[src/assert_macros.svh]
// ============================================================================
// Assertion macros
// Shared concurrent assertion forms, clocked on i_clk and held off in reset.
// ============================================================================
`ifndef ASSERT_MACROS_SVH
`define ASSERT_MACROS_SVH

// Any property, sampled on the rising clock edge.
`define ASSERT_CLK(label, prop, msg) \
    label: assert property (@(posedge i_clk) disable iff (!i_rst_n) (prop)) \
        else $error(msg);

// Same-cycle implication from a condition to a consequence.
`define ASSERT_IMPLY(label, ante, cons, msg) \
    label: assert property (@(posedge i_clk) disable iff (!i_rst_n) \
        (ante) |-> (cons)) else $error(msg);

`endif

[src/fpsc_pkg.sv]
// ============================================================================
// Sine/cosine shared definitions
// Operation codes, field widths and the pi constant generator.
// ============================================================================
package fpsc_pkg;

    // Field widths of the stream words.
    localparam int ANGLE_W     = 32;
    localparam int VALUE_W     = 19;
    localparam int OUT_TDATA_W = 24;

    // Depth of the queue between range reduction and evaluation.
    localparam int QUEUE_DEPTH = 4;

    // pi scaled by 2^60, truncated.
    localparam logic [63:0] PI_Q60 = 64'h3243_F6A8_885A_308D;

    // Operation selector carried in tuser.
    typedef enum logic {
        CMD_SINE = 1'b0,
        CMD_COS  = 1'b1
    } t_cmd;

    // pi * 2^frac / 2^e, rounded to nearest (e = -1 gives 2pi).
    function automatic logic [31:0] fpsc_pi_const(input int frac, input int e);
        int          sh;
        logic [63:0] v;
        sh = 60 - frac + e;
        v  = (PI_Q60 + (64'd1 << (sh - 1))) >> sh;
        return v[31:0];
    endfunction

endpackage

[src/fpsc_front.sv]
// ============================================================================
// Sine/cosine front end
// Accepts angles, applies the cosine offset and reduces modulo 2pi with one
// conditional subtract per pipeline stage.
// ============================================================================
`include "assert_macros.svh"

module fpsc_front #(
    parameter int FRAC_BITS = 17,
    parameter int X_W       = 20
) (
    input  logic                            i_clk,
    input  logic                            i_rst_n,
    input  logic                            i_valid,
    output logic                            o_ready,
    input  fpsc_pkg::t_cmd                  i_cmd,
    input  logic [fpsc_pkg::ANGLE_W-1:0]    i_angle,
    output logic                            o_valid,
    input  logic                            i_ready,
    output logic [X_W-1:0]                  o_x
);
    import fpsc_pkg::*;

    localparam logic [31:0] TWO_PI   = fpsc_pi_const(FRAC_BITS, -1);
    localparam logic [31:0] HALF_OFS = fpsc_pi_const(FRAC_BITS, 0) >> 1;
    localparam int          CW       = $clog2(64'(TWO_PI) + 64'd1);
    localparam int          K        = 32 - CW;
    localparam int          NSTEP    = K + 1;

    logic [NSTEP:0] r_vld;
    logic [NSTEP:0] r_neg;
    logic [31:0]    r_mag [NSTEP + 1];
    logic           w_en;
    logic           w_acc;
    logic [31:0]    w_ang;
    logic [31:0]    w_fix;

    // 2pi shifted to the weight of a given step.
    function automatic logic [31:0] step_div(input int s);
        logic [63:0] d;
        d = 64'(TWO_PI) << (K - s);
        return d[31:0];
    endfunction

    assign w_en    = !r_vld[NSTEP] || i_ready;
    assign o_ready = w_en;
    assign w_acc   = i_valid && w_en;

    // Cosine offset with 32-bit wrap.
    assign w_ang = i_angle + ((i_cmd == CMD_COS) ? HALF_OFS : 32'd0);

    // Valid bits of the reduction pipeline.
    always_ff @(posedge i_clk) begin
        if (!i_rst_n) begin
            r_vld <= '0;
        end else if (w_en) begin
            r_vld[0] <= w_acc;
            for (int s = 0; s < NSTEP; s++) begin
                r_vld[s + 1] <= r_vld[s];
            end
        end
    end

    // Sign and magnitude, then restoring subtraction of 2pi multiples.
    always_ff @(posedge i_clk) begin
        if (w_en) begin
            r_neg[0] <= w_ang[31];
            r_mag[0] <= w_ang[31] ? (32'd0 - w_ang) : w_ang;
            for (int s = 0; s < NSTEP; s++) begin
                r_neg[s + 1] <= r_neg[s];
                if (r_mag[s] >= step_div(s)) begin
                    r_mag[s + 1] <= r_mag[s] - step_div(s);
                end else begin
                    r_mag[s + 1] <= r_mag[s];
                end
            end
        end
    end

    // A negative remainder gets 2pi added.
    assign w_fix   = (r_neg[NSTEP] && (r_mag[NSTEP] != 32'd0)) ?
                     (TWO_PI - r_mag[NSTEP]) : r_mag[NSTEP];
    assign o_x     = w_fix[X_W-1:0];
    assign o_valid = r_vld[NSTEP];

    `ASSERT_IMPLY(a_fr_reduced, r_vld[NSTEP], r_mag[NSTEP] < TWO_PI, "remainder not below 2pi")

endmodule

[config.mk]
export PLATFORM = sky130hd
export DESIGN_NAME = fpsc_front
export DESIGN_NICKNAME = d
export VERILOG_FILES = /design/src/fpsc_pkg.sv /design/src/fpsc_front.sv
export VERILOG_INCLUDE_DIRS = /design/src /design/src/src
export SDC_FILE = /design/constraint.sdc
export NUM_CORES = 1
export LEC_CHECK = 0
export BUFFER_PORTS_ARGS = -buffer_cell sky130_fd_sc_hd__buf_2
export CELL_PAD_IN_SITES_DETAIL_PLACEMENT = 1
export CELL_PAD_IN_SITES_GLOBAL_PLACEMENT = 1
export CORE_UTILIZATION = 51
export CTS_CLUSTER_DIAMETER = 100
export DETAILED_ROUTE_END_ITERATION = 6
export GPL_TIMING_DRIVEN = 0
export PLACE_DENSITY = 0.9
export SETUP_SLACK_MARGIN = 0.2
export SLEW_MARGIN = 10
export SYNTH_ARGS = -nofsm -noshare
export SYNTH_HDL_FRONTEND = slang
export SYNTH_SLANG_ARGS = --single-unit
export TNS_END_PERCENT = 1
[constraint.sdc]
create_clock -name i_clk -period 16.6 [get_ports i_clk]
set_input_delay 2.49 -clock i_clk [delete_from_list [all_inputs] [get_ports i_clk]]
set_output_delay 2.49 -clock i_clk [all_outputs]
set_load 0.005 [all_outputs]
==> flow_metrics.py <==
metrics = {
    "status": {
        "outcome": "complete, no violations",
    },
    "power": {
        "clock_share_of_power": 0.233,
        "power.switching_fraction": 0.332,
        "power_leakage_nw": 9.72,
        "cell_internal_pwr_mw": 3.18,
        "netSwitchingPower_mw": 1.58,
        "ir_drop_uv": 95.3,
        "pwr_density_cell_mw_per_mm2": 179,
        "total_power_mw": 4.76,
        "share_of_power_burned_in_combinational_logic": 0.256,
        "power.sequential.fraction": 0.511,
    },
    "synthesis": {
        "synth_async_sr_flop_share": 0,
        "synth_cell_type_count": 80,
        "syn_nets": 2027,
        "synth_ff_type": "sky130_fd_sc_hd__edfxtp_1",
        "synth_area_sq_mm": 0.0237,
        "mapped_avg_cell_area_sq_um": 12.1,
        "synth_warnings": 0,
        "sequential_to_total_area_share_from_yosys_stat": 0.596,
        "post_synth_inst_count": 1963,
        "ys_ff_latch": 476,
        "number_of_synthesized_flops_with_an_enable_pin": 462,
    },
    "worst_hold_path": {
        "hold_depth": 0,
        "timing.hold.worst.class": "reg2reg",
    },
    "clock_network": {
        "cts.sinks": 476,
        "clock_latency_ns": 0.61,
        "cts_max_path_buffers": 3,
        "cts_setup_buffers": 0,
        "clock-root-buffer": "sky130_fd_sc_hd__clkbuf_16",
        "clk_pin_slew_ns": 0.06,
        "htree_num_levels": 2,
        "tritoncts": "done",
        "post_cts_resized": 0,
        "cts_buffers": 49,
        "holdBufCountCts": 0,
    },
    "global_route": {
        "globalRoute.totalOverflow": 0,
        "antenna_found_initial": 0,
        "wire_length_of_the_first_global_routing_pass_mm": 90.0,
        "grt_pass1_vias": 17800,
        "grt_start_max_net_pins": 67,
        "global_route.usage.total": 0.240,
    },
    "critical_path": {
        "critical_path.cell_chain": "buf_2 > nor2b_1 > clkbuf_1 > clkbuf_1 > buf_1 > inv_2 > buf_2",
        "worst_r2r_path_depth": 8,
        "path_depth": 7,
        "timing.critical_path.to_type": "primary output",
        "critical_path_start_end_classification": "in2out",
        "critical_path.slowest_cell": "sky130_fd_sc_hd__nor2b_1",
        "worst-endpoint-arrival_ns": 5.19,
        "worst_path_dominant_cell_family": "buffers and inverters",
        "crit_path_max_fanout": 10,
        "worst-endpoint-required_ns": 14.11,
        "crit_path_max_incr_delay_ns": 0.62,
        "timing.critical_path.from_type": "primary input",
        "path_buf_inv": 6,
    },
    "finish": {
        "layout-drive-gt1-share": 0.0864,
        "area_delta_synth_final_pct": 12.0,
        "num-fill-cells": 4612,
        "design.final.nets": 2142,
        "antenna-diode-count": 0,
        "final_design_area_no_fill_sq_mm": 0.0266,
    },
    "drt": {
        "drc_errors": 0,
        "drt_first_iter_violations": 901,
        "dr_total_vias": 16000,
        "postRouteAntennaNets": 0,
        "firstDrtPassIters": 5,
        "drt-wirelength-per-cell_microns": 20.6,
        "wl_mm": 55.9,
        "avgViaCountPerCell": 5.90,
    },
    "sta": {
        "max_slew_margin": 0.268,
        "min_period_over_period": 0.463,
        "grt_setup_unrepaired": "no",
        "fin_skew_ns": 0.0246,
        "final.setup.worst_slack_ns": 8.92,
        "fin_hold_ws_ns": 0.414,
        "total_count_of_max_transition_violations_in_the_final_report": 0,
        "max_freq_mhz": 130,
        "finalCriticalPeriod_ns": 7.68,
        "worst_pin_slew_ns": 1.08,
        "finalHoldViolations": 0,
        "report.final.setup_viol": 0,
    },
    "floorplan": {
        "floorplan.initialDensity": 0.520,
        "chipWidth_microns": 218,
        "die-height_microns": 218,
        "core_footprint_sq_mm": 0.0457,
        "placement_rows": 78,
        "top_level_ports": 59,
        "design.die.area_sq_mm": 0.0474,
    },
    "place": {
        "port-buffer-count": 56,
        "pre_cts_slack_ns": 8.92,
        "dpl-instance-area_sq_mm": 0.0250,
        "globalplace.congestion": 0.839,
        "post-dp-hpwl_mm": 40.3,
    },
    "flow_run": {
        "maxCapViolations": 0,
    },
}
==> cell type report <==
cell class,count,area (sq um),area share
inverters,37,139,0.00522
clock buffers,60,1270,0.0477
repair buffers,64,485,0.0183
plain buffers,40,226,0.00852
multi-input cells,1410,9230,0.347
well taps,600,751,0.0282
clock inverters,30,338,0.0127
flip-flops and latches,476,14200,0.532
==> state kept, by name (all words and copies together), names as in the netlist <==
register  count
r_neg        14
r_vld        14
r_mag       448
==> cell usage after synthesis (all sizes together), types with 11 or more instances <==
master,n,share of area
nand4,50,0.013
dfxtp,14,0.012
or3,20,0.0054
a211oi,21,0.0074
and2,16,0.0043
a211o,16,0.0059
o21ai,85,0.018
nor3,65,0.014
a21boi,24,0.0076
nand2,202,0.032
clkbuf,30,0.0060
xnor2,194,0.072
nor4,47,0.013
nor2,153,0.024
xor2,162,0.060
or4,24,0.0079
edfxtp,462,0.58
a21oi,43,0.0095
o31ai,22,0.0070
ha,26,0.014
and3,20,0.0053
nor2b,11,0.0029
a31oi,19,0.0050
inv,37,0.0058
nand3,64,0.014
==> cell usage in the layout, fill, tap and decap left out, drive strengths merged, types with 6 or more instances in the layout <==
master / instances
o31ai: 22
nor3b: 8
a21oi: 43
nand3: 64
a21boi: 24
and4: 7
a211oi: 21
or3: 20
inv: 38
and3: 20
o21ai: 85
and2: 16
mux2: 10
nand4: 50
or4: 24
o211ai: 8
xnor2: 194
bufinv: 6
nand3b: 10
a31oi: 19
ha: 26
o21a: 7
nor4: 47
nor2: 153
a211o: 16
a41oi: 7
buf: 74
nor3: 65
edfxtp: 462
nor2b: 11
clkinv: 22
nand2b: 6
xor2: 162
nand2: 202
clkbuf: 90
dfxtp: 14
a21o: 10
==> metrics by stage <==
step	util	setup TNS [ns]	instances
after floorplan	-	0	1963
after global placement	0.542	-1469.30	2619
after detailed placement	0.547	0	2627
after CTS	0.582	0	2717
after global routing	0.582	0	2717
final	0.582	0	2717
==> power by group through the flow <==
stage	Clock [mW]	Combinational, mW	Sequential (mW)
6_report	1.11	1.22	2.44
2_1_floorplan	0	0.918	2.30
4_1_cts	1.12	1.23	2.43
5_1_grt	1.16	1.36	2.49
3_3_place_gp	0	1.09	2.36
3_5_place_dp	0	1.21	2.45
==> final timing paths <==
| check | start | endpoint | slack (ns) |
|---|---|---|---|
| worst max-delay path | i_ready | o_ready | 8.92 |
| worst min-delay path | r_mag[0][132] | r_mag[0][164] | 0.41 |
| worst max register to register | r_mag[1][89] | r_mag[1][118] | 12.81 |
| worst min register to register | r_mag[0][132] | r_mag[0][164] | 0.41 |
==> layer usage <==
| metal | track usage | vias up | part of all wire |
|---|---|---|---|
| met5 | 0 | - | 0 |
| met2 | 0.508 | 288 | 0.59 |
| met4 | 0.112 | 0 | 0.043 |
| met1 | 0.219 | 7998 | 0.34 |
| met3 | 0.0294 | 167 | 0.026 |
| li1 | - | 7571 | - |
==> cells by family after synthesis <==
kind of cell | after synthesis | share of synthesized area
compound gates | 299 | 0.0869
xor+xnor | 356 | 0.132
mux | 15 | 0.00685
flops | 476 | 0.596
simple gates | 713 | 0.149
buf+inv | 77 | 0.0152
fa+ha+maj | 27 | 0.0145
(Power assumes the default switching activity.)
