## src/assert_macros.svh

```systemverilog
// ============================================================================
// Assertion macros
// Shared concurrent assertion forms, clocked on i_clk and held off in reset.
// ============================================================================
`ifndef ASSERT_MACROS_SVH
`define ASSERT_MACROS_SVH

// Any property, sampled on the rising clock edge.
`define ASSERT_CLK(label, prop, msg) \
    label: assert property (@(posedge i_clk) disable iff (!i_rst_n) (prop)) \
        else $error(msg);

// Same-cycle implication from a condition to a consequence.
`define ASSERT_IMPLY(label, ante, cons, msg) \
    label: assert property (@(posedge i_clk) disable iff (!i_rst_n) \
        (ante) |-> (cons)) else $error(msg);

`endif

```

## src/fpsc_pkg.sv

```systemverilog
// ============================================================================
// Sine/cosine shared definitions
// Operation codes, field widths and the pi constant generator.
// ============================================================================
package fpsc_pkg;

    // Field widths of the stream words.
    localparam int ANGLE_W     = 32;
    localparam int VALUE_W     = 19;
    localparam int OUT_TDATA_W = 24;

    // Depth of the queue between range reduction and evaluation.
    localparam int QUEUE_DEPTH = 4;

    // pi scaled by 2^60, truncated.
    localparam logic [63:0] PI_Q60 = 64'h3243_F6A8_885A_308D;

    // Operation selector carried in tuser.
    typedef enum logic {
        CMD_SINE = 1'b0,
        CMD_COS  = 1'b1
    } t_cmd;

    // pi * 2^frac / 2^e, rounded to nearest (e = -1 gives 2pi).
    function automatic logic [31:0] fpsc_pi_const(input int frac, input int e);
        int          sh;
        logic [63:0] v;
        sh = 60 - frac + e;
        v  = (PI_Q60 + (64'd1 << (sh - 1))) >> sh;
        return v[31:0];
    endfunction

endpackage

```

## src/fpsc_queue.sv

```systemverilog
// ============================================================================
// Reduced-angle queue
// Small register FIFO that lets the front and back pipelines stall apart.
// ============================================================================
`include "assert_macros.svh"

module fpsc_queue #(
    parameter int WIDTH = 20
) (
    input  logic             i_clk,
    input  logic             i_rst_n,
    input  logic             i_valid,
    output logic             o_ready,
    input  logic [WIDTH-1:0] i_data,
    output logic             o_valid,
    input  logic             i_ready,
    output logic [WIDTH-1:0] o_data
);
    import fpsc_pkg::*;

    localparam int DEPTH = QUEUE_DEPTH;
    localparam int PTR_W = $clog2(DEPTH);
    localparam int CNT_W = $clog2(DEPTH + 1);

    logic [WIDTH-1:0] r_mem [DEPTH];
    logic [PTR_W-1:0] r_wr;
    logic [PTR_W-1:0] r_rd;
    logic [CNT_W-1:0] r_cnt;
    logic             w_push;
    logic             w_pop;

    assign o_ready = (r_cnt != CNT_W'(DEPTH));
    assign o_valid = (r_cnt != '0);
    assign o_data  = r_mem[r_rd];
    assign w_push  = i_valid && o_ready;
    assign w_pop   = o_valid && i_ready;

    // Pointers and fill count.
    always_ff @(posedge i_clk) begin
        if (!i_rst_n) begin
            r_wr  <= '0;
            r_rd  <= '0;
            r_cnt <= '0;
        end else begin
            if (w_push) begin
                r_wr <= (r_wr == PTR_W'(DEPTH - 1)) ? '0 : r_wr + 1'b1;
            end
            if (w_pop) begin
                r_rd <= (r_rd == PTR_W'(DEPTH - 1)) ? '0 : r_rd + 1'b1;
            end
            if (w_push && !w_pop) begin
                r_cnt <= r_cnt + 1'b1;
            end else if (w_pop && !w_push) begin
                r_cnt <= r_cnt - 1'b1;
            end
        end
    end

    // Storage words.
    always_ff @(posedge i_clk) begin
        if (w_push) begin
            r_mem[r_wr] <= i_data;
        end
    end

    `ASSERT_CLK(a_q_cnt_max, r_cnt <= CNT_W'(DEPTH), "queue fill count above depth")
    `ASSERT_CLK(a_q_cnt_up, (w_push && !w_pop) |=> (r_cnt == $past(r_cnt) + 1'b1), "queue count lost a push")

endmodule

```

## config.mk

```make
export PLATFORM = sky130hd
export DESIGN_NAME = fpsc_queue
export DESIGN_NICKNAME = d
export VERILOG_FILES = /design/src/fpsc_pkg.sv /design/src/fpsc_queue.sv
export VERILOG_INCLUDE_DIRS = /design/src /design/src/src
export SDC_FILE = /design/constraint.sdc
export NUM_CORES = 1
export LEC_CHECK = 0
export ABC_AREA = 0
export BUFFER_PORTS_ARGS = -buffer_cell sky130_fd_sc_hd__buf_4
export CAP_MARGIN = 20
export CELL_PAD_IN_SITES_DETAIL_PLACEMENT = 1
export CELL_PAD_IN_SITES_GLOBAL_PLACEMENT = 2
export CORE_ASPECT_RATIO = 0.9
export CORE_MARGIN = 2
export CORE_UTILIZATION = 41
export CTS_BUF_LIST = sky130_fd_sc_hd__clkbuf_2
export DETAILED_ROUTE_END_ITERATION = 6
export PLACE_DENSITY_LB_ADDON = 0.1
export SYNTH_ARGS = -nofsm -noshare
export SYNTH_HDL_FRONTEND = slang
export SYNTH_SLANG_ARGS = --single-unit
```

## constraint.sdc

```tcl
create_clock -name i_clk -period 2.36 [get_ports i_clk]
set_clock_uncertainty 0.05 [all_clocks]
set_input_delay 0.472 -clock i_clk [delete_from_list [all_inputs] [get_ports i_clk]]
set_output_delay 0.472 -clock i_clk [all_outputs]
set_load 0.05 [all_outputs]
```

==> impl_results.md, run 1 <==
- Synth warn: 0
- Most common cell in the netlist: edfxtp_1
- Peak supply drop: 0.0004582 V
- Antenna cells: 0
- Synth top area share: between 70 and 80%
- EDFF count, synth: 80
- Initial core utilization: around two fifths
- Initial DRC Count: 69
- Placement row count: 31
- Post-Synth XOR/XNOR Area: 0.5220%
- Post-Synth Adder-Cell Area: 2.834%
- Root buffer cell: clkbuf_2
- H-Tree Depth: 3
- Achievable Freq: roughly 430 MHz
- Cell Count, Final, Fillers Out: between 300 and 400
- Simple-gate area share of the yosys netlist: around 3.5%
- DIE WIDTH: roughly 100 um
- Syn_nets: approximately 190
- DRT Pass-1 Iters: 4
- Worst slack, placed: -0.1767 ns
- Largest net degree at the start of global routing: 21
- Dominant cell type by area after synthesis: edfxtp_1
- Async S/R FF share, synth: 0%
- Slew @ Worst Pin: around 0.58 ns
- Clk buf depth: 2
- Cell Chain, Critical Path: buf_12 > mux4_2 > buf_6
- Drt via density: 5.127
- #FFs+latches synth: roughly 90
- Endpoint class of the critical path: output pin
- Final period utilization: a little under 100%
- Detailed-route via count: 1,610
- Synth unique cells: 25
- RePlAce Congestion: ~0.8
- Reg-to-Reg Start: r_cnt[0]
- Tmin final: approximately 2.3 ns
- Post-synthesis sequential area ratio: 76.96%
- Port Buffers: 45
- Outcome: finished, final reports clean
- Slowest-stage cell, CP: mux4_2
- Multiplexer share of the synthesized area: 14.02%
- WL/cell: 19.11 um
- Total Power Consumption: 4.666 mW
- Hold path startpoint: i_data[12]
- First-pass GRT wire length: about 9600 um
- PD cells: around 1100 mW/mm2
- DRC viols: 0
- Share of cells above drive strength 1: ~45%
- Worst rel slew slack: roughly three fifths
- Top cells by count, synth: edfxtp_1 (80), mux4_2 (20), dfxtp_1 (9)
- Die footprint: about 0.009 mm2
- Crit Path Category: flip-flop to output pin
- Cell count after synthesis: between 150 and 200
- Slowest stage delay, CP: between 0.5 and 0.6 ns
- CTS tree: done
- Area contributors post-synth: edfxtp_1 (72%), mux4_2 (13%), dfxtp_1 (5.4%), ha_1 (2.2%), and3_2 (0.89%)
- DP HPWL: approximately 3800 um
- CTS buffer count: 9
- Antenna viol nets, final: 0
- Max-slew violations: 0
- I/O pin count: between 40 and 50
- Final WS setup: 0.05179 ns
- RSZ-0062 raised after global routing: true
- Vias in the first global route: 1,818
- Worst hold slack: 0.09696 ns
- Worst Path Arrival: between 1.5 and 2 ns
- Leak Pwr: 1.407 nW
- Worst Path Required: 1.84 ns
- Final setup fails: 0
- Main combinational cell family by area after synthesis: multiplexers
- Clk slew on worst S/H paths: ~0.24 ns
- Mean post-synth cell area: between 20 and 25 um2
- Post-Syn Area: 0.003356 mm2
- Overall routing resource usage: ~15%
- GR Overflow Total: 0
- Nets@finish: roughly 240
- Total Wirelength: 6001 um
- Antenna violations before repair: 0
- Final hold violations: 0
- Worst Hold Class: input port to flip-flop
- Die height: 89.83 um
- Ys flop type: edfxtp_1
- Compound-Gate Fraction of Synth Area: around 1.0%
- Cells after DPL: roughly 300
- Crit-path max FO: 11
- Clk Latency, worst-skew pair: 0.48 ns
- Core box area: between 0.007 and 0.008 mm2
- Syn-to-layout area delta: 21.89%
- Max cap viols: 0
- Startpoint Class: flip-flop
- Clock sink count: between 80 and 90
- Total negative slack: 0 ns
-- state kept, by name, summed over array words and instances (netlist names), named ones only --
register,cells
r_wr,2
r_cnt,3
r_rd,2
r_mem,80
-- layout make-up --
| type | instances | area (um2) |
|---|---|---|
| clock inverter | 7 | 92.59 |
| multi-input combinational | 57 | 752.0 |
| timing repair buffer | 50 | 475.5 |
| sequential | 89 | 2590 |
| fill | 726 | 3900 |
| clock buffer | 9 | 45.04 |
| tap | 99 | 123.9 |
| inverter | 3 | 11.26 |
-- per-stage QoR --
step	area, um2	utilization (%)
floorplan	3358	-
global placement	3829	47.92
detailed placement	3829	47.92
CTS	4061	50.83
global route	4090	51.19
finish	4090	51.19
-- worst max-delay path, delay by kind of cell, from the launching register on --
kind     cells  cell delay, ns
mux          1            0.54
flops        1            0.42
buf+inv      2            0.33
-- what timing repair did --
item	CTS	global route
hold endpoints to repair	0	0
hold buffers	0	0
pin swaps	0	2
gates resized for setup	26	8
endpoints found under the setup margin	21	21
buffers inserted	0	0
cloned	0	0
-- cell families (layout without fill, tap and decap cells) --
group                    count (synthesis)  count (layout)
flip-flops                              89              89
multiplexers                            22              22
AND/OR/NAND/NOR                         20              20
buffers and inverters                    9              69
adder cells (fa/ha/maj)                  7               7
AO/OA/AOI/OAI                            6               6
XOR/XNOR                                 2               2
-- cell usage in the layout (no fill, tap or decap), drive strengths merged, types with 3 or more instances in the layout --
master  instances
clkbuf          9
and3            4
edfxtp         80
buf            50
mux4           20
inv             4
ha              6
clkinv          3
dfxtp           9
o21ai           4
nand2           5
-- path summary, 6_finish.rpt --
kind | slack (ns) | to | cells past startpoint
worst max register to register | 0.09 | r_cnt[2] | 8
worst max-delay path | 0.05 | o_data[14] | 3
worst min-delay path | 0.1 | r_mem[1][12] | 1
worst min register to register | 0.48 | r_wr[1] | 2
-- power by group --
| part | total [mW] | internal [mW] | switching (mW) |
|---|---|---|---|
| Combinational | 1.79 | 0.738 | 1.05 |
| Sequential | 2.03 | 1.93 | 0.0999 |
| Clock | 0.849 | 0.349 | 0.500 |
| Total | 4.67 | 3.02 | 1.65 |
-- per-layer routing --
layer  track usage [%]  vias up  share of wire [%]
met5                 0        -                  0
li1                  -      739                  -
met3             3.655       10                3.6
met2             23.70       35                 52
met4             6.164        0                1.5
met1             18.47      826                 42
Power figures use the tool's default switching activity.
==> run 2: changes to the inputs <==
==> constraint.sdc (replaced) <==
create_clock -name i_clk -period 2.36 [get_ports i_clk]
set_clock_uncertainty 0.05 [all_clocks]
set_input_delay 0.236 -clock i_clk [delete_from_list [all_inputs] [get_ports i_clk]]
set_output_delay 0.236 -clock i_clk [all_outputs]
set_load 0.05 [all_outputs]
==> impl_results.md, run 2 (synthesis results as in run 1) <==
- Max cap viols: 0
- Top Registers: r_mem: 80 flops, r_cnt: 3 flops
- Detailed-route via count: between 1,500 and 2,000
- Antenna cells: 0
- Worst reg-to-reg path cell count: 8
- Initial DRC Count: 48
- RePlAce Congestion: between 0.7 and 0.8
- Port Buffers: 45
- Die footprint: about 0.0089 mm2
- Final period utilization: between 90% and 100%
- Overall routing resource usage: around 15%
- Antenna violations before repair: 0
- First-pass GRT wire length: between 10,000 and 15,000 um
- Post-route cell area: 0.004230 mm2
- CTS buffer count: 9
- FILL cells: slightly above 700
- DP HPWL: approximately 3900 um
- DRT Pass-1 Iters: 4
- R2R Setup Slk: about 0.13 ns
- CTS tree: done
- Clk Latency, worst-skew pair: 0.50 ns
- Nets@finish: between 200 and 300
- Max reg flops: 80
- Die height: between 80 and 90 um
- PD cells: 1094 mW/mm2
- Slew @ Worst Pin: slightly below 0.6 ns
- Antenna viol nets, final: 0
- Drt via density: between 4 and 5
- DRC viols: 0
- Crit-path max FO: 5
- Leak Pwr: 1.490 nW
- Hold path depth: 4
- DIE WIDTH: 99.36 um
- Placement row count: 31
- Total Wirelength: roughly 6000 um
- Final hold violations: 0
- RSZ-0062 raised after global routing: false
- Startpoint Class: flip-flop
- WL/cell: approximately 18 um
- Share of cells above drive strength 1: about two fifths
- Outcome: finished, final reports clean
- Worst Hold Class: input port to flip-flop
- Post-DP Area: roughly 0.0038 mm2
- Total negative slack: 0 ns
- Hold path startpoint: i_ready
- Clk buf depth: 2
- Achievable Freq: around 450 MHz
- Largest net degree at the start of global routing: 21
- Clk slew on worst S/H paths: approximately 0.21 ns
- Tmin final: approximately 2.2 ns
- GR Overflow Total: 0
- Clock sink count: 89
- R2R Path End: r_cnt[2]
- Syn-to-layout area delta: 26.06%
- Crit Path Category: flip-flop to flip-flop
- Root buffer cell: clkbuf_2
- Endpoint class of the critical path: flip-flop
- Initial core utilization: about two fifths
- Largest reg by FF count: r_mem
- I/O pin count: 46
- Reg-to-Reg Start: r_cnt[1]
- Vias in the first global route: 1,907
- Worst Path Required: roughly 2.8 ns
- Final setup fails: 0
- Core box area: roughly 0.008 mm2
- Peak supply drop: 0.0004711 V
- Worst Path Arrival: between 2 and 3 ns
- Max-slew violations: 0
- Most common cell after layout, fill and taps aside: edfxtp_1
- H-Tree Depth: 3
- Most frequent cells in the layout: edfxtp_1 (80), buf_4 (51), dlygate4sd3_1 (23), mux4_2 (20), clkbuf_2 (12)
- Worst rel slew slack: 60.51%
run 2: final cells by class:
cell class,instances,area [um2],share of cell area [%]
sequential,89,2591,61.25
multi-input combinational,57,740.7,17.51
timing repair buffer,74,613.1,14.49
tap,99,123.9,2.928
clock inverter,3,90.09,2.130
clock buffer,12,60.06,1.420
inverter,3,11.26,0.2662
run 2: through the flow:
stage          cells  hold slack (ns)  setup slack [ns]  power, mW  util [%]
5_1_grt          337          0.09542          0.005691      4.840     52.94
3_5_place_dp     299           0.3902            0.1191      3.711     48.01
4_1_cts          337           0.1036           0.05915      4.670     52.77
2_1_floorplan    155           0.2849           0.03197      3.204         -
3_3_place_gp     299           0.3836            0.2304      3.643     48.01
6_report         337           0.1392            0.1311      4.626     52.94
run 2: worst max path at each step:
stage | start | endpoint | slack (ns) | cells past startpoint
final | r_cnt[1] | r_cnt[2] | 0.13 | 8
after global placement | r_cnt[0] | r_cnt[2] | 0.23 | 7
after CTS | r_cnt[0] | r_cnt[2] | 0.06 | 8
after floorplan | r_cnt[0] | r_cnt[2] | 0.03 | 9
after detailed placement | r_cnt[0] | r_cnt[2] | 0.12 | 8
after global routing | flip-flop | o_data[1] | 0.006 | 3
run 2: what timing repair did:
item,4_1_cts,5_1_grt
endpoints found under the hold margin,89,0
resized for setup,0,7
hold buffers,23,0
endpoints found under the setup margin,0,1
buffers inserted,0,0
run 2: report_power, final:
part / leakage [nW] / switching, mW / total (mW) / internal (mW)
Clock: 0.0922 / 0.458 / 0.923 / 0.465
Sequential: 0.809 / 0.0867 / 2.02 / 1.93
Combinational: 0.589 / 1.04 / 1.68 / 0.642
Total: 1.49 / 1.59 / 4.63 / 3.04
run 2: metal layers:
layer | track usage (%) | up-vias | share of wire [%]
li1 | - | 785 | -
met4 | 3.995 | 0 | 0.75
met3 | 5.210 | 5 | 4.1
met1 | 19.20 | 841 | 44
met2 | 24.44 | 40 | 51
met5 | 0 | - | 0
run 2: worst max-delay path: stages (launching register included):
cell,delay [ns]
dfxtp_4,0.41
or3b_1,0.41
and2_4,0.19
ha_1,0.22
inv_1,0.07
fa_1,0.17
xor2_1,0.07
or3_2,0.43
a21boi_1,0.14
==> run 3: changes to the inputs <==
BUFFER_PORTS_ARGS = unset   (was -buffer_cell sky130_fd_sc_hd__buf_4)
CORE_ASPECT_RATIO = unset   (was 0.9)
CORE_UTILIZATION = 42   (was 41)
DONT_BUFFER_PORTS = 1   (was unset)
==> impl_results.md, run 3 (synthesis results as in run 1) <==
- Startpoint Class: flip-flop
- Slew @ Worst Pin: about 0.57 ns
- Post-route cell area: 0.003869 mm2
- Final period utilization: 93.30%
- Initial core utilization: between 40% and 50%
- Port Buffers: 0
- Drt via density: around 5.2
- Final setup fails: 0
- Clk Latency, worst-skew pair: around 0.48 ns
- RePlAce Congestion: about 0.65
- Reg-to-Reg Start: r_cnt[1]
- CP bufs+invs: 1
- GR Overflow Total: 0
- Antenna viol nets, final: 0
- PD cells: between 1000 and 1500 mW/mm2
- Reg power frac: 48.0%
- Placement row count: 32
- Total Wirelength: between 5000 and 6000 um
- Die height: approximately 93 um
- R2R Path End: r_cnt[2]
- DRT Pass-1 Iters: 4
- Cell-internal power: 2.610 mW
- RSZ-0062 raised after global routing: false
- Max reg flops: 80
- Cell Chain, Critical Path: or3b_1 > and2_4 > ha_1 > inv_1 > fa_1 > xor2_1 > or3_2 > a21boi_1
- Detailed-route via count: roughly 1,500
- Total negative slack: 0 ns
- Endpoint class of the critical path: flip-flop
- Share of cells above drive strength 1: between 20% and 30%
- Final hold violations: 0
- Worst Path Arrival: 2.59 ns
- Worst Path Required: between 2 and 3 ns
- Post-DP Area: 0.003503 mm2
- Max cap viols: 0
- Peak supply drop: 0.0005755 V
- Slowest stage delay, CP: roughly 0.42 ns
- Clock power frac: between 15 and 20%
- CTS tree: done
- R2R Setup Slk: between 0.15 and 0.2 ns
- Comb power frac: about a third
- Worst rel slew slack: just over 60%
- Achievable Freq: about 450 MHz
- Max-slew violations: 0
- First-pass GRT wire length: 9197 um
- Net load switching power: ~1.6 mW
- Most common cell after layout, fill and taps aside: edfxtp_1
- Largest reg by FF count: r_mem
- Nets@finish: 220
- Crit Path Category: flip-flop to flip-flop
- Hold EP: r_mem[2][17]
- Die footprint: slightly below 0.009 mm2
- Largest net degree at the start of global routing: 21
- Tmin final: ~2.2 ns
- Root buffer cell: clkbuf_2
- Slowest-stage cell, CP: or3_2
- Total Power Consumption: approximately 4.2 mW
- Core box area: 0.007727 mm2
- WL/cell: between 15 and 20 um
- Syn-to-layout area delta: 15.29%
- Hold path startpoint: i_valid
- Worst Hold Class: input port to flip-flop
- H-Tree Depth: 3
- Overall routing resource usage: 14.64%
- Crit-path max FO: 5
- Most frequent cells in the layout: edfxtp_1 (80), dlygate4sd3_1 (23), mux4_2 (20), clkbuf_2 (9)
- Outcome: finished, final reports clean
- DP HPWL: around 3700 um
- Initial DRC Count: 53
- Worst reg-to-reg path cell count: 8
- Clk buf depth: 2
- DRC viols: 0
- Antenna violations before repair: 0
- Delay-heaviest family, CP: simple AND/OR/NAND/NOR gates
- Clk slew on worst S/H paths: 0.25 ns
- Antenna cells: 0
- Clock sink count: 89
- Hold path depth: 1
- Sw frac: between 30 and 40%
- DIE WIDTH: approximately 93 um
- I/O pin count: between 40 and 50
- FILL cells: between 600 and 700
- CTS buffer count: 9
- Leak Pwr: between 1 and 1.5 nW
- Vias in the first global route: between 1,500 and 2,000
- Top Registers: r_mem: 80 flops, r_cnt: 3 flops
run 3: worst max-delay path by stage:
stage                  start  endpoint  slack (ns)  depth (start not counted)
global route        r_cnt[0]  r_cnt[2]        0.02                          8
CTS                 r_cnt[0]  r_cnt[2]        0.05                          8
finish              r_cnt[1]  r_cnt[2]        0.16                          8
floorplan           r_cnt[0]  r_cnt[2]        0.03                          9
detailed placement  r_cnt[0]  r_cnt[2]        0.09                          7
global placement    r_cnt[0]  r_cnt[2]        0.24                          7
run 3: metal layers:
layer	global-route usage [%]	up-vias	wire, um
met5	0	-	0
met4	4.412	0	29
met3	4.512	2	277
met2	24.94	36	3233
met1	18.00	798	2350
li1	-	701	-
run 3: power by group through the flow:
stage | registers (mW) | clock network [mW] | logic, mW
after floorplan | 2.01 | 0 | 1.20
after global placement | 2.02 | 0 | 1.36
after detailed placement | 2.04 | 0 | 1.39
after CTS | 2.00 | 0.793 | 1.44
after global routing | 2.03 | 0.846 | 1.51
final | 2.01 | 0.765 | 1.42
run 3: worst reg2reg max path: stages (launching register included):
cell and delay [ns]:
dfxtp_2 0.40, or3b_1 0.40, and2_4 0.19, ha_1 0.22, inv_1 0.08, fa_1 0.18
xor2_1 0.07, or3_2 0.42, a21boi_1 0.15
run 3: cell type report:
cell class                 count  area, um2  area share (%)
clock inverter                 7      78.83           2.038
timing repair buffer          29      275.3           7.115
sequential                    89       2590           66.95
tap                          102      127.6           3.299
multi-input combinational     57      740.7           19.15
inverter                       3      11.26          0.2911
clock buffer                   9      45.04           1.164
run 3: timing repair:
action | CTS | global route
hold buffers | 23 | 0
gates resized for setup | 0 | 6
endpoints found under the hold margin | 89 | 0
setup buffers | 0 | 0
setup endpoints to repair | 0 | 1
run 3: per-stage QoR:
step	hold WS, ns	util [%]	setup slack [ns]	cells
global placement	0.2850	45.34	0.2357	257
detailed placement	0.2850	45.34	0.09481	257
finish	0.2725	50.06	0.1582	296
CTS	0.2463	49.92	0.04868	296
floorplan	0.2849	-	0.03197	155
global route	0.2416	50.06	0.02098	296
